### src/hw/rtl/fmb_pkg.sv
// shared types and constants of the framed message builder
package fmb_pkg;

  typedef enum logic {
    KIND_START   = 1'b0,
    KIND_PAYLOAD = 1'b1
  } kind_e;

  typedef struct packed {
    kind_e       kind;
    logic [7:0]  msg_id;
    logic [15:0] payload_length;
    logic [7:0]  payload_byte;
  } in_item_t;

  typedef struct packed {
    logic [7:0] out_byte;
    logic       frame_end;
  } out_item_t;

  // command handed from the front to the back
  typedef struct packed {
    kind_e       kind;
    logic [7:0]  msg_id;
    logic [15:0] payload_length;
    logic [7:0]  payload_byte;
    logic        last;
  } cmd_t;

  localparam int unsigned FifoDepth = 4;
  localparam int unsigned FifoAw    = $clog2(FifoDepth);
  localparam int unsigned FifoCw    = $clog2(FifoDepth + 1);

  localparam logic [7:0]  PipeByte   = 8'h03;
  localparam logic [7:0]  FillByte   = 8'h00;
  localparam logic [7:0]  EscByte    = 8'hFF;
  localparam logic [7:0]  SumInit    = 8'h01;
  localparam logic [15:0] LongLenMin = 16'd255;

endpackage

### src/hw/rtl/fmb_front.sv
// front end: tracks the open frame, drops stray bytes, marks the last byte
module fmb_front (
  input  logic             clk_i,
  input  logic             rst_ni,
  input  logic             in_valid_i,
  output logic             in_ready_o,
  input  fmb_pkg::in_item_t in_data_i,
  output logic             cmd_valid_o,
  input  logic             cmd_ready_i,
  output fmb_pkg::cmd_t    cmd_o
);

  logic        open_q, open_d;
  logic [15:0] left_q, left_d;
  logic        accept;
  logic        drop;

  assign in_ready_o = cmd_ready_i;
  assign accept     = in_valid_i && cmd_ready_i;

  always_comb begin
    open_d = open_q;
    left_d = left_q;
    drop   = 1'b0;
    cmd_o.kind           = in_data_i.kind;
    cmd_o.msg_id         = in_data_i.msg_id;
    cmd_o.payload_length = in_data_i.payload_length;
    cmd_o.payload_byte   = in_data_i.payload_byte;
    cmd_o.last           = (left_q == 16'd1);
    unique case (in_data_i.kind)
      fmb_pkg::KIND_START: begin
        open_d = (in_data_i.payload_length != 16'd0);
        left_d = in_data_i.payload_length;
      end
      fmb_pkg::KIND_PAYLOAD: begin
        if (!open_q || left_q == 16'd0) begin
          open_d = 1'b0;
          drop   = 1'b1;
        end else begin
          left_d = left_q - 16'd1;
          if (left_q == 16'd1) open_d = 1'b0;
        end
      end
      default: ;
    endcase
  end

  assign cmd_valid_o = in_valid_i && !drop;

  always_ff @(posedge clk_i or negedge rst_ni) begin
    if (!rst_ni) begin
      open_q <= 1'b0;
      left_q <= '0;
    end else if (accept) begin
      open_q <= open_d;
      left_q <= left_d;
    end
  end

endmodule

### src/hw/rtl/fmb_cmd_fifo.sv
// small command queue between front and back
module fmb_cmd_fifo (
  input  logic          clk_i,
  input  logic          rst_ni,
  input  logic          push_valid_i,
  output logic          push_ready_o,
  input  fmb_pkg::cmd_t push_data_i,
  output logic          pop_valid_o,
  input  logic          pop_ready_i,
  output fmb_pkg::cmd_t pop_data_o
);

  fmb_pkg::cmd_t                    mem_q [fmb_pkg::FifoDepth];
  logic [fmb_pkg::FifoAw-1:0]       wr_ptr_q, rd_ptr_q;
  logic [fmb_pkg::FifoCw-1:0]       count_q;
  logic                             push, pop;

  assign push_ready_o = (count_q != fmb_pkg::FifoCw'(fmb_pkg::FifoDepth));
  assign pop_valid_o  = (count_q != '0);
  assign push = push_valid_i && push_ready_o;
  assign pop  = pop_ready_i && pop_valid_o;
  assign pop_data_o = mem_q[rd_ptr_q];

  always_ff @(posedge clk_i) begin
    if (push) mem_q[wr_ptr_q] <= push_data_i;
  end

  always_ff @(posedge clk_i or negedge rst_ni) begin
    if (!rst_ni) begin
      wr_ptr_q <= '0;
      rd_ptr_q <= '0;
      count_q  <= '0;
    end else begin
      if (push) wr_ptr_q <= wr_ptr_q + 1'b1;
      if (pop)  rd_ptr_q <= rd_ptr_q + 1'b1;
      unique case ({push, pop})
        2'b10:   count_q <= count_q + 1'b1;
        2'b01:   count_q <= count_q - 1'b1;
        default: ;
      endcase
    end
  end

endmodule

### src/hw/rtl/fmb_back.sv
// back end: sequences frame bytes and the checksum into the output register
module fmb_back (
  input  logic              clk_i,
  input  logic              rst_ni,
  input  logic              cmd_valid_i,
  output logic              cmd_ready_o,
  input  fmb_pkg::cmd_t     cmd_i,
  output logic              out_valid_o,
  input  logic              out_ready_i,
  output fmb_pkg::out_item_t out_data_o
);

  typedef enum logic [11:0] {
    P_HEAD  = 12'b0000_0000_0001,
    P_PIPE  = 12'b0000_0000_0010,
    P_FILL0 = 12'b0000_0000_0100,
    P_FILL1 = 12'b0000_0000_1000,
    P_FILL2 = 12'b0000_0001_0000,
    P_ID    = 12'b0000_0010_0000,
    P_LEN   = 12'b0000_0100_0000,
    P_ESC   = 12'b0000_1000_0000,
    P_HI    = 12'b0001_0000_0000,
    P_LO    = 12'b0010_0000_0000,
    P_DATA  = 12'b0100_0000_0000,
    P_CHK   = 12'b1000_0000_0000
  } phase_e;

  phase_e             phase_q, phase_d, cur;
  logic [7:0]         sum_q, sum_d;
  logic               out_valid_q;
  fmb_pkg::out_item_t out_q, out_d;
  logic               emit, done;

  assign emit = cmd_valid_i && (!out_valid_q || out_ready_i);

  always_comb begin
    if (phase_q == P_HEAD) begin
      cur = (cmd_i.kind == fmb_pkg::KIND_START) ? P_PIPE : P_DATA;
    end else begin
      cur = phase_q;
    end
  end

  always_comb begin
    phase_d = cur;
    sum_d   = sum_q;
    done    = 1'b0;
    out_d.out_byte  = fmb_pkg::FillByte;
    out_d.frame_end = 1'b0;
    unique case (cur)
      P_PIPE: begin
        out_d.out_byte = fmb_pkg::PipeByte;
        phase_d = P_FILL0;
      end
      P_FILL0: phase_d = P_FILL1;
      P_FILL1: phase_d = P_FILL2;
      P_FILL2: phase_d = P_ID;
      P_ID: begin
        out_d.out_byte = cmd_i.msg_id;
        sum_d   = fmb_pkg::SumInit - cmd_i.msg_id;
        phase_d = (cmd_i.payload_length < fmb_pkg::LongLenMin) ? P_LEN : P_ESC;
      end
      P_LEN: begin
        out_d.out_byte = cmd_i.payload_length[7:0];
        sum_d = sum_q - cmd_i.payload_length[7:0];
        if (cmd_i.payload_length == 16'd0) begin
          phase_d = P_CHK;
        end else begin
          done = 1'b1;
        end
      end
      P_ESC: begin
        out_d.out_byte = fmb_pkg::EscByte;
        sum_d   = sum_q - fmb_pkg::EscByte;
        phase_d = P_HI;
      end
      P_HI: begin
        out_d.out_byte = cmd_i.payload_length[15:8];
        sum_d   = sum_q - cmd_i.payload_length[15:8];
        phase_d = P_LO;
      end
      P_LO: begin
        out_d.out_byte = cmd_i.payload_length[7:0];
        sum_d = sum_q - cmd_i.payload_length[7:0];
        done  = 1'b1;
      end
      P_DATA: begin
        out_d.out_byte = cmd_i.payload_byte;
        sum_d = sum_q - cmd_i.payload_byte;
        if (cmd_i.last) begin
          phase_d = P_CHK;
        end else begin
          done = 1'b1;
        end
      end
      P_CHK: begin
        out_d.out_byte  = sum_q;
        out_d.frame_end = 1'b1;
        done = 1'b1;
      end
      default: done = 1'b1;
    endcase
    if (done) phase_d = P_HEAD;
  end

  assign cmd_ready_o = emit && done;
  assign out_valid_o = out_valid_q;
  assign out_data_o  = out_q;

  always_ff @(posedge clk_i) begin
    if (emit) out_q <= out_d;
  end

  always_ff @(posedge clk_i or negedge rst_ni) begin
    if (!rst_ni) begin
      phase_q     <= P_HEAD;
      sum_q       <= '0;
      out_valid_q <= 1'b0;
    end else begin
      if (emit) begin
        phase_q <= phase_d;
        sum_q   <= sum_d;
      end
      if (emit) begin
        out_valid_q <= 1'b1;
      end else if (out_ready_i) begin
        out_valid_q <= 1'b0;
      end
    end
  end

endmodule

### src/hw/rtl/framed_message_builder.sv
// top level of the framed message builder
// Takes start and payload items and sends the frame out one byte per transfer:
// pipe byte, three fill bytes, id, length field (one byte, or escape plus high
// and low bytes from 255 up), the payload bytes, then the checksum with
// frame_end set. The output moves one byte per cycle while out_ready_i is high,
// and that sets the rate: a payload item yields one byte (two for the last
// one, which carries the checksum), a start item six or eight bytes (seven
// for an empty frame). A four-entry command queue parts input from output,
// so items are taken one per cycle while it has room, also while a result
// waits to be taken. Stray payload bytes outside a frame are taken and dropped.
module framed_message_builder (
  input  logic               clk_i,
  input  logic               rst_ni,
  input  logic               in_valid_i,
  output logic               in_ready_o,
  input  fmb_pkg::in_item_t  in_data_i,
  output logic               out_valid_o,
  input  logic               out_ready_i,
  output fmb_pkg::out_item_t out_data_o
);

  logic          push_valid, push_ready;
  fmb_pkg::cmd_t push_cmd;
  logic          pop_valid, pop_ready;
  fmb_pkg::cmd_t pop_cmd;

  fmb_front u_front (
    .clk_i       (clk_i),
    .rst_ni      (rst_ni),
    .in_valid_i  (in_valid_i),
    .in_ready_o  (in_ready_o),
    .in_data_i   (in_data_i),
    .cmd_valid_o (push_valid),
    .cmd_ready_i (push_ready),
    .cmd_o       (push_cmd)
  );

  fmb_cmd_fifo u_fifo (
    .clk_i        (clk_i),
    .rst_ni       (rst_ni),
    .push_valid_i (push_valid),
    .push_ready_o (push_ready),
    .push_data_i  (push_cmd),
    .pop_valid_o  (pop_valid),
    .pop_ready_i  (pop_ready),
    .pop_data_o   (pop_cmd)
  );

  fmb_back u_back (
    .clk_i       (clk_i),
    .rst_ni      (rst_ni),
    .cmd_valid_i (pop_valid),
    .cmd_ready_o (pop_ready),
    .cmd_i       (pop_cmd),
    .out_valid_o (out_valid_o),
    .out_ready_i (out_ready_i),
    .out_data_o  (out_data_o)
  );

endmodule
### config.mk
export PLATFORM = sky130hd
export DESIGN_NAME = framed_message_builder
export DESIGN_NICKNAME = d
export VERILOG_FILES = /design/src/hw/rtl/fmb_pkg.sv /design/src/hw/rtl/fmb_front.sv /design/src/hw/rtl/fmb_cmd_fifo.sv /design/src/hw/rtl/fmb_back.sv /design/src/hw/rtl/framed_message_builder.sv
export SDC_FILE = /design/constraint.sdc
export NUM_CORES = 1
export LEC_CHECK = 0
export BUFFER_PORTS_ARGS = -buffer_cell sky130_fd_sc_hd__buf_4
export CAP_MARGIN = 15
export CORE_MARGIN = 5
export CORE_UTILIZATION = 60
export CTS_CLUSTER_DIAMETER = 40
export DETAILED_ROUTE_END_ITERATION = 16
export GPL_TIMING_DRIVEN = 0
export PLACE_DENSITY_LB_ADDON = 0.25
export SYNTH_ARGS = -nofsm -noshare
export SYNTH_HDL_FRONTEND = slang
export SYNTH_SLANG_ARGS = --single-unit
### constraint.sdc
create_clock -name clk_i -period 7.5 [get_ports clk_i]
set_clock_uncertainty 0.05 [all_clocks]
set_input_delay 1.125 -clock clk_i [delete_from_list [all_inputs] [get_ports clk_i]]
set_output_delay 1.125 -clock clk_i [all_outputs]
set_load 0.1 [all_outputs]
==> summary.md, run 1 <==
| Metric | Value |
|---|---|
| Worst Hold Class | register to register |
| Max Clk Rate | 0.197 GHz |
| Sw Share | 38.1% |
| Post-Synth Simple-Gate Area | 11.1% |
| Worst-skew pair later-pin latency | 430 ps |
| Largest family of logic cells by synthesized area | simple AND/OR/NAND/NOR gates |
| Fin Setup TNS | 0 ps |
| First-iteration detailed-routing DRC count | 654 |
| CP Launch Type | register |
| Max Cap Viol | 0 |
| DR WL/cell | 21.7 um |
| RSZ-0062 raised after global routing | false |
| Cell Rows | 44 |
| Drt first pass iters | 5 |
| Fin crit period | 5070 ps |
| Number of synthesized flops with an enable pin | 145 |
| Syn Area/Cell | 14.1 um2 |
| Post-Synth XOR/XNOR Area | 1.60% |
| CP Max Fanout | 10 |
| Area of the mapped netlist | 0.00877 mm2 |
| Slew @ Worst Pin | 924 ps |
| Die width | 131 um |
| CTS resizes | 0 |
| Min Hold Slack | 466 ps |
| Max Root-Sink Buffers | 2 |
| Synth Instances | 623 |
| Critical R2R Launch | u_fifo.rd_ptr_q[0] |
| Total leakage power | 0.00363 uW |
| Final ANT Viol Nets | 0 |
| Register-to-register path setup slack | 2430 ps |
| CTS Hold Buffers Added | 0 |
| Die ar. | 0.0171 mm2 |
| Post-Synth Adder-Cell Area | 2.60% |
| WP data arrival | 5330 ps |
| Pint | 2720 uW |
| I/O Buffers | 47 |
| Core Box Area | 0.0144 mm2 |
| Required time of the worst setup path | 7760 ps |
| Crit path launch | u_fifo.rd_ptr_q[0] |
| Final hold violations | 0 |
| Sw power | 1670 uW |
| CTS tree | yes |
| Setup crit end | u_back.sum_q[7] |
| Status | finished, final reports clean |
| First-pass GRT wire length | 30700 um |
| Total wire length | 19300 um |
| Initial antenna violation count | 0 |
| FFs w/ async S/R, synth | 23.7% |
| Worst slew margin | 37.6% |
| Clock sinks | 190 |
| Total track usage | 23.9% |
| CTS clk-pin slew, worst paths | 60 ps |
| Path type of the worst setup path | register to register |
| Via count | 5745 |
| Pwr Density | 438 mW/mm2 |
| Endpoints failing setup | 0 |
| Number of diodes | 0 |
| Synth unique cells | 66 |
| Vias in the first global route | 5789 |
| Fillers | 975 |
| CTS root buf | clkbuf_16 |
| Remaining Overflow, GRT | 0 |
| Prevailing post-synth register cell | edfxtp_1 |
| Final GP Congestion | 0.968 |
| Number of CTS-inserted buffers | 17 |
| Crit path capture type | register |
| Fin. max-slew vios | 0 |
| Worst r2r dst | u_back.sum_q[7] |
| Mux contribution to synthesized area | 9.70% |
| R2r worst-path depth | 15 |
| Peak supply drop | 218 uV |
| Nets | 745 |
| Synth Area in Compound Gates | 10.2% |
| DR vias/cell | 6.47 |
| Share of layout cells above drive strength 1 | 17.9% |
| Final period util | 67.6% |
| Ports | 48 |
| Starting density of the core | 60.8% |
| Postcts setup bufs | 0 |
| Htree depth | 4 |
| Synthesis-stage register bit count | 190 |
| DRC violations left | 0 |
| Combinational share of power | 42.9% |
| Seq/Total Area, Yosys | 62.5% |
| Die Y-Extent | 131 um |
| Seq pwr share | 35.4% |
| Clock group share of total power | 21.7% |
| DPL Wire Length | 12900 um |
| Synthesized Nets | 677 |
| Largest net degree at the start of global routing | 46 |
| P&R area growth vs syn | 14.3% |
| Yosys warns | 0 |
placed cells by master, fill, tap and decap left out, drive strengths merged, types with 8 or more instances in the layout:
| cell | n |
|---|---|
| edfxtp | 145 |
| buf | 56 |
| nand2 | 45 |
| dfrtp | 44 |
| o21ai | 40 |
| clkbuf | 37 |
| mux4 | 34 |
| a21oi | 32 |
| nor2 | 30 |
| nand3 | 22 |
| inv | 20 |
| nor4 | 18 |
| ha | 15 |
| a22oi | 14 |
| nor3 | 13 |
| xnor2 | 10 |
| clkinv | 10 |
| and2 | 9 |
| nor2b | 8 |
cell usage after synthesis (all sizes together) (5+ instances only):
cell    count  area, um2
a21boi      6       45.0
a21o        5       37.5
a21oi      32        160
a22oi      14        105
a31oi       5       31.3
and2        9       58.8
buf         7       53.8
clkbuf     19       71.3
dfrtp      44       1100
edfxtp    145       4350
ha         15        188
inv        20       75.1
mux4       34        800
nand2      45        169
nand2b      5       31.3
nand3      22        110
nand4       7       43.8
nor2       30        113
nor2b       8       50.1
nor3       13       65.1
nor4       18        161
o21ai      40        200
o22a        5       43.8
xnor2      10       87.6
xor2        6       52.6
critical path, cell delays in order (launching register included):
cell	delay [ps]
dfrtp_1	340
buf_6	170
buf_2	340
buf_1	680
mux4_2	620
a22oi_1	190
a21boi_1	340
nor2b_1	210
ha_1	240
nor2b_1	130
o21ai_0	210
a21oi_1	130
o41ai_1	760
o2111ai_1	240
o2bb2ai_1	230
nor3_1	60
metal layers:
layer	global-route usage (%)	vias to the layer above	wire length (um)
met5	0	-	0
met3	5.20	34	1320
met1	31.1	2851	7750
li1	-	2571	-
met2	40.7	289	9860
met4	7.32	0	372
per-stage QoR:
stage               total power, uW  area, um2  worst slack (ps)  utilization [%]  instances
global route                   4630      10000              2080             69.5        888
global placement               3350       9360              2560             64.9        854
detailed placement             3420       9400              2470             65.2        856
finish                         4400      10000              2430             69.5        888
floorplan                      2940       8770              3570                -        623
CTS                            4400      10000              2420             69.5        888
how the worst min path moves through the flow:
stage	start	to	slack (ps)	cells after the start
6_report	u_fifo.count_q[0]	u_fifo.count_q[0]	470	1
3_3_place_gp	u_fifo.count_q[2]	u_fifo.count_q[2]	430	1
2_1_floorplan	u_fifo.count_q[2]	u_fifo.count_q[2]	410	1
5_1_grt	u_fifo.count_q[2]	u_fifo.count_q[2]	480	1
3_5_place_dp	u_fifo.count_q[1]	u_fifo.count_q[1]	450	2
4_1_cts	u_fifo.count_q[2]	u_fifo.count_q[2]	470	1
area by class of cell:
| cell class | instances | area [um2] | area share, % |
|---|---|---|---|
| Inverter | 21 | 78.8 | 0.786 |
| Tap cell | 184 | 230 | 2.30 |
| Clock buffer | 18 | 429 | 4.28 |
| Buffer | 26 | 125 | 1.25 |
| Clock inverter | 14 | 198 | 1.97 |
| Timing Repair Buffer | 49 | 393 | 3.92 |
| Multi-Input combinational cell | 386 | 3090 | 30.8 |
| Sequential cell | 190 | 5480 | 54.7 |
logic make-up (layout without fill, tap and decap cells):
logic type               count (synthesis)  in the layout
AND/OR/NAND/NOR                        177            177
XOR/XNOR                                16             16
adder cells (fa/ha/maj)                 17             17
flip-flops                             190            190
buffers and inverters                   47            128
AO/OA/AOI/OAI                          137            137
multiplexers                            39             39
power groups by stage:
stage | logic (uW) | clock network, uW | registers (uW)
2_1_floorplan | 1220 | 0 | 1720
3_3_place_gp | 1790 | 0 | 1560
3_5_place_dp | 1850 | 0 | 1570
4_1_cts | 1880 | 966 | 1550
5_1_grt | 2030 | 1010 | 1580
6_report | 1890 | 954 | 1560
registers in the layout (all words and copies together) (netlist names):
register / cells
u_fifo.rd_ptr_q: 2
u_fifo.wr_ptr_q: 2
u_fifo.count_q: 3
u_front.left_q: 16
u_back.sum_q: 8
u_front.open_q: 1
u_back.out_valid_o: 1
u_back.out_data_o: 9
u_back.phase_q: 12
u_fifo.mem_q: 136
Note: power is estimated with default switching activity, not from simulation.
==> run 2: changes to the inputs <==
- CORE_UTILIZATION: 60 -> 55
- clock period: 7.5 -> 4.1 ns (I/O delays scaled with it)
==> summary.md, run 2 (synthesis results as in run 1) <==
| Metric | Value |
|---|---|
| Worst slew margin | 34.1% |
| Final GP Congestion | 0.995 |
| P&R area growth vs syn | 18.6% |
| Slew @ Worst Pin | 980 ps |
| Cell Rows | 46 |
| Vias in the first global route | 5823 |
| Die Y-Extent | 136 um |
| Post-DP Area | 0.00949 mm2 |
| Ports | 48 |
| Top delay family on crit path | simple AND/OR/NAND/NOR gates |
| Fin. max-slew vios | 0 |
| Number of CTS-inserted buffers | 17 |
| Fin crit period | 4090 ps |
| Die width | 136 um |
| Max Cap Viol | 0 |
| Bufs and invs on worst path | 1 |
| WP data arrival | 4330 ps |
| Cells along the critical path | buf_8 -> mux4_2 -> a21oi_2 -> or3_4 -> nor4b_4 -> a22oi_2 -> a21boi_2 -> nor2b_1 -> ha_1 -> nor2b_1 -> o21ai_2 -> a21boi_2 -> o21a_1 -> or3_1 -> a31oi_1 -> o21ai_1 |
| Max Clk Rate | 0.245 GHz |
| Crit path capture type | register |
| I/O Buffers | 47 |
| Biggest regs | u_fifo.mem_q x136, u_front.left_q x16, u_back.phase_q x12 |
| Htree depth | 4 |
| Most frequent cells in the layout | edfxtp_1 (145), buf_4 (67), nand2_1 (44) |
| Final ANT Viol Nets | 0 |
| CP Max Fanout | 5 |
| Die ar. | 0.0186 mm2 |
| Setup WS pre-CTS | -924 ps |
| DPL Wire Length | 13600 um |
| Nets | 765 |
| Number of diodes | 0 |
| CP Launch Type | register |
| Share of layout cells above drive strength 1 | 23.9% |
| CP max stage delay | 420 ps |
| Final core utilization | 66.0% |
| Final period util | 99.7% |
| Min Hold Slack | 173 ps |
| CTS Hold Buffers Added | 0 |
| Core Box Area | 0.0158 mm2 |
| Total track usage | 22.6% |
| Required time of the worst setup path | 4350 ps |
| Reg with most FFs | u_fifo.mem_q |
| Endpoints failing setup | 0 |
| DR vias/cell | 6.17 |
| Pwr Density | 811 mW/mm2 |
| Largest net degree at the start of global routing | 46 |
| RSZ-0062 raised after global routing | true |
| Final hold violations | 0 |
| Via count | 5797 |
| Initial antenna violation count | 0 |
| Path type of the worst setup path | register to register |
| CTS clk-pin slew, worst paths | 60 ps |
| DR WL/cell | 21.4 um |
| Total leakage power | 0.00380 uW |
| Slowest CP cell | or3_4 |
| Peak supply drop | 523 uV |
| First-pass GRT wire length | 31700 um |
| Number of flip-flops in the largest register | 136 |
| Clock sinks | 190 |
| Worst Hold Class | input pin to asynchronous set/reset pin |
| Total wire length | 20100 um |
| CTS tree | yes |
| Starting density of the core | 55.6% |
| DRC violations left | 0 |
| First-iteration detailed-routing DRC count | 565 |
| Drt first pass iters | 5 |
| Post-route cell area | 0.0104 mm2 |
| CTS root buf | clkbuf_16 |
| Status | finished, final reports clean |
| Max Root-Sink Buffers | 2 |
| Worst-skew pair later-pin latency | 430 ps |
| Remaining Overflow, GRT | 0 |
| Commonest non-fill, non-tap cell in the layout | edfxtp_1 |
| Post-route setup slack | 13.1 ps |
==> run 2: changes by cell type in the layout (fill, tap and decap cells not counted), sizes merged <==
cell      before  now
buf           56   76
clkbuf        37   39
clkinv        10    6
clkinvlp       0    1
inv           20   21
==> run 2: layout make-up <==
type	count	area, um2
buffer	26	141
clock buffer	20	457
clock inverter	12	209
fill	1118	5370
inverter	21	78.8
multi-input combinational	386	3190
sequential	190	5480
tap	216	270
timing repair buffer	69	576
==> run 2: path summary, 6_finish.rpt <==
path | slack (ps) | cells past startpoint | end | start
worst max-delay path | 10 | 16 | u_back.sum_q[6] | u_fifo.rd_ptr_q[0]
max in group asynchronous | 3360 | 1 | u_back.phase_q[5] | rst_ni
min in group clk_i | 330 | 1 | u_fifo.mem_q[3][28] | in_data_i[27]
worst min-delay path | 170 | 1 | u_back.sum_q[5] | rst_ni
worst max register to register | 10 | 16 | u_back.sum_q[6] | u_fifo.rd_ptr_q[0]
worst min register to register | 450 | 1 | u_fifo.count_q[2] | u_fifo.count_q[2]
==> run 2: what timing repair did <==
item	CTS	global route
cloned	0	0
endpoints found under the setup margin	5	4
setup buffers	6	12
pin swaps	5	13
gates resized for setup	17	24
==> run 2: per-stage QoR <==
stage | cells | setup TNS, ps | power (uW)
floorplan | 623 | 0 | 5380
global placement | 886 | -4770 | 6150
detailed placement | 890 | -2280 | 6310
CTS | 928 | -23.1 | 8240
global route | 940 | -255 | 8860
finish | 940 | 0 | 8430
==> run 2: layer usage <==
metal	global-route usage (%)	part of all wire (%)	vias up
met1	29.3	41	2928
li1	-	-	2618
met5	0	0	-
met2	38.9	52	221
met3	3.40	4.9	30
met4	8.34	2.1	0
==> run 2: report_power, final <==
part / switching [uW] / leakage, uW / internal [uW]
logic: 2260 / 0.00160 / 1500
registers: 249 / 0.00188 / 2590
clock network: 706 / 0.000322 / 1120
total: 3210 / 0.00380 / 5220
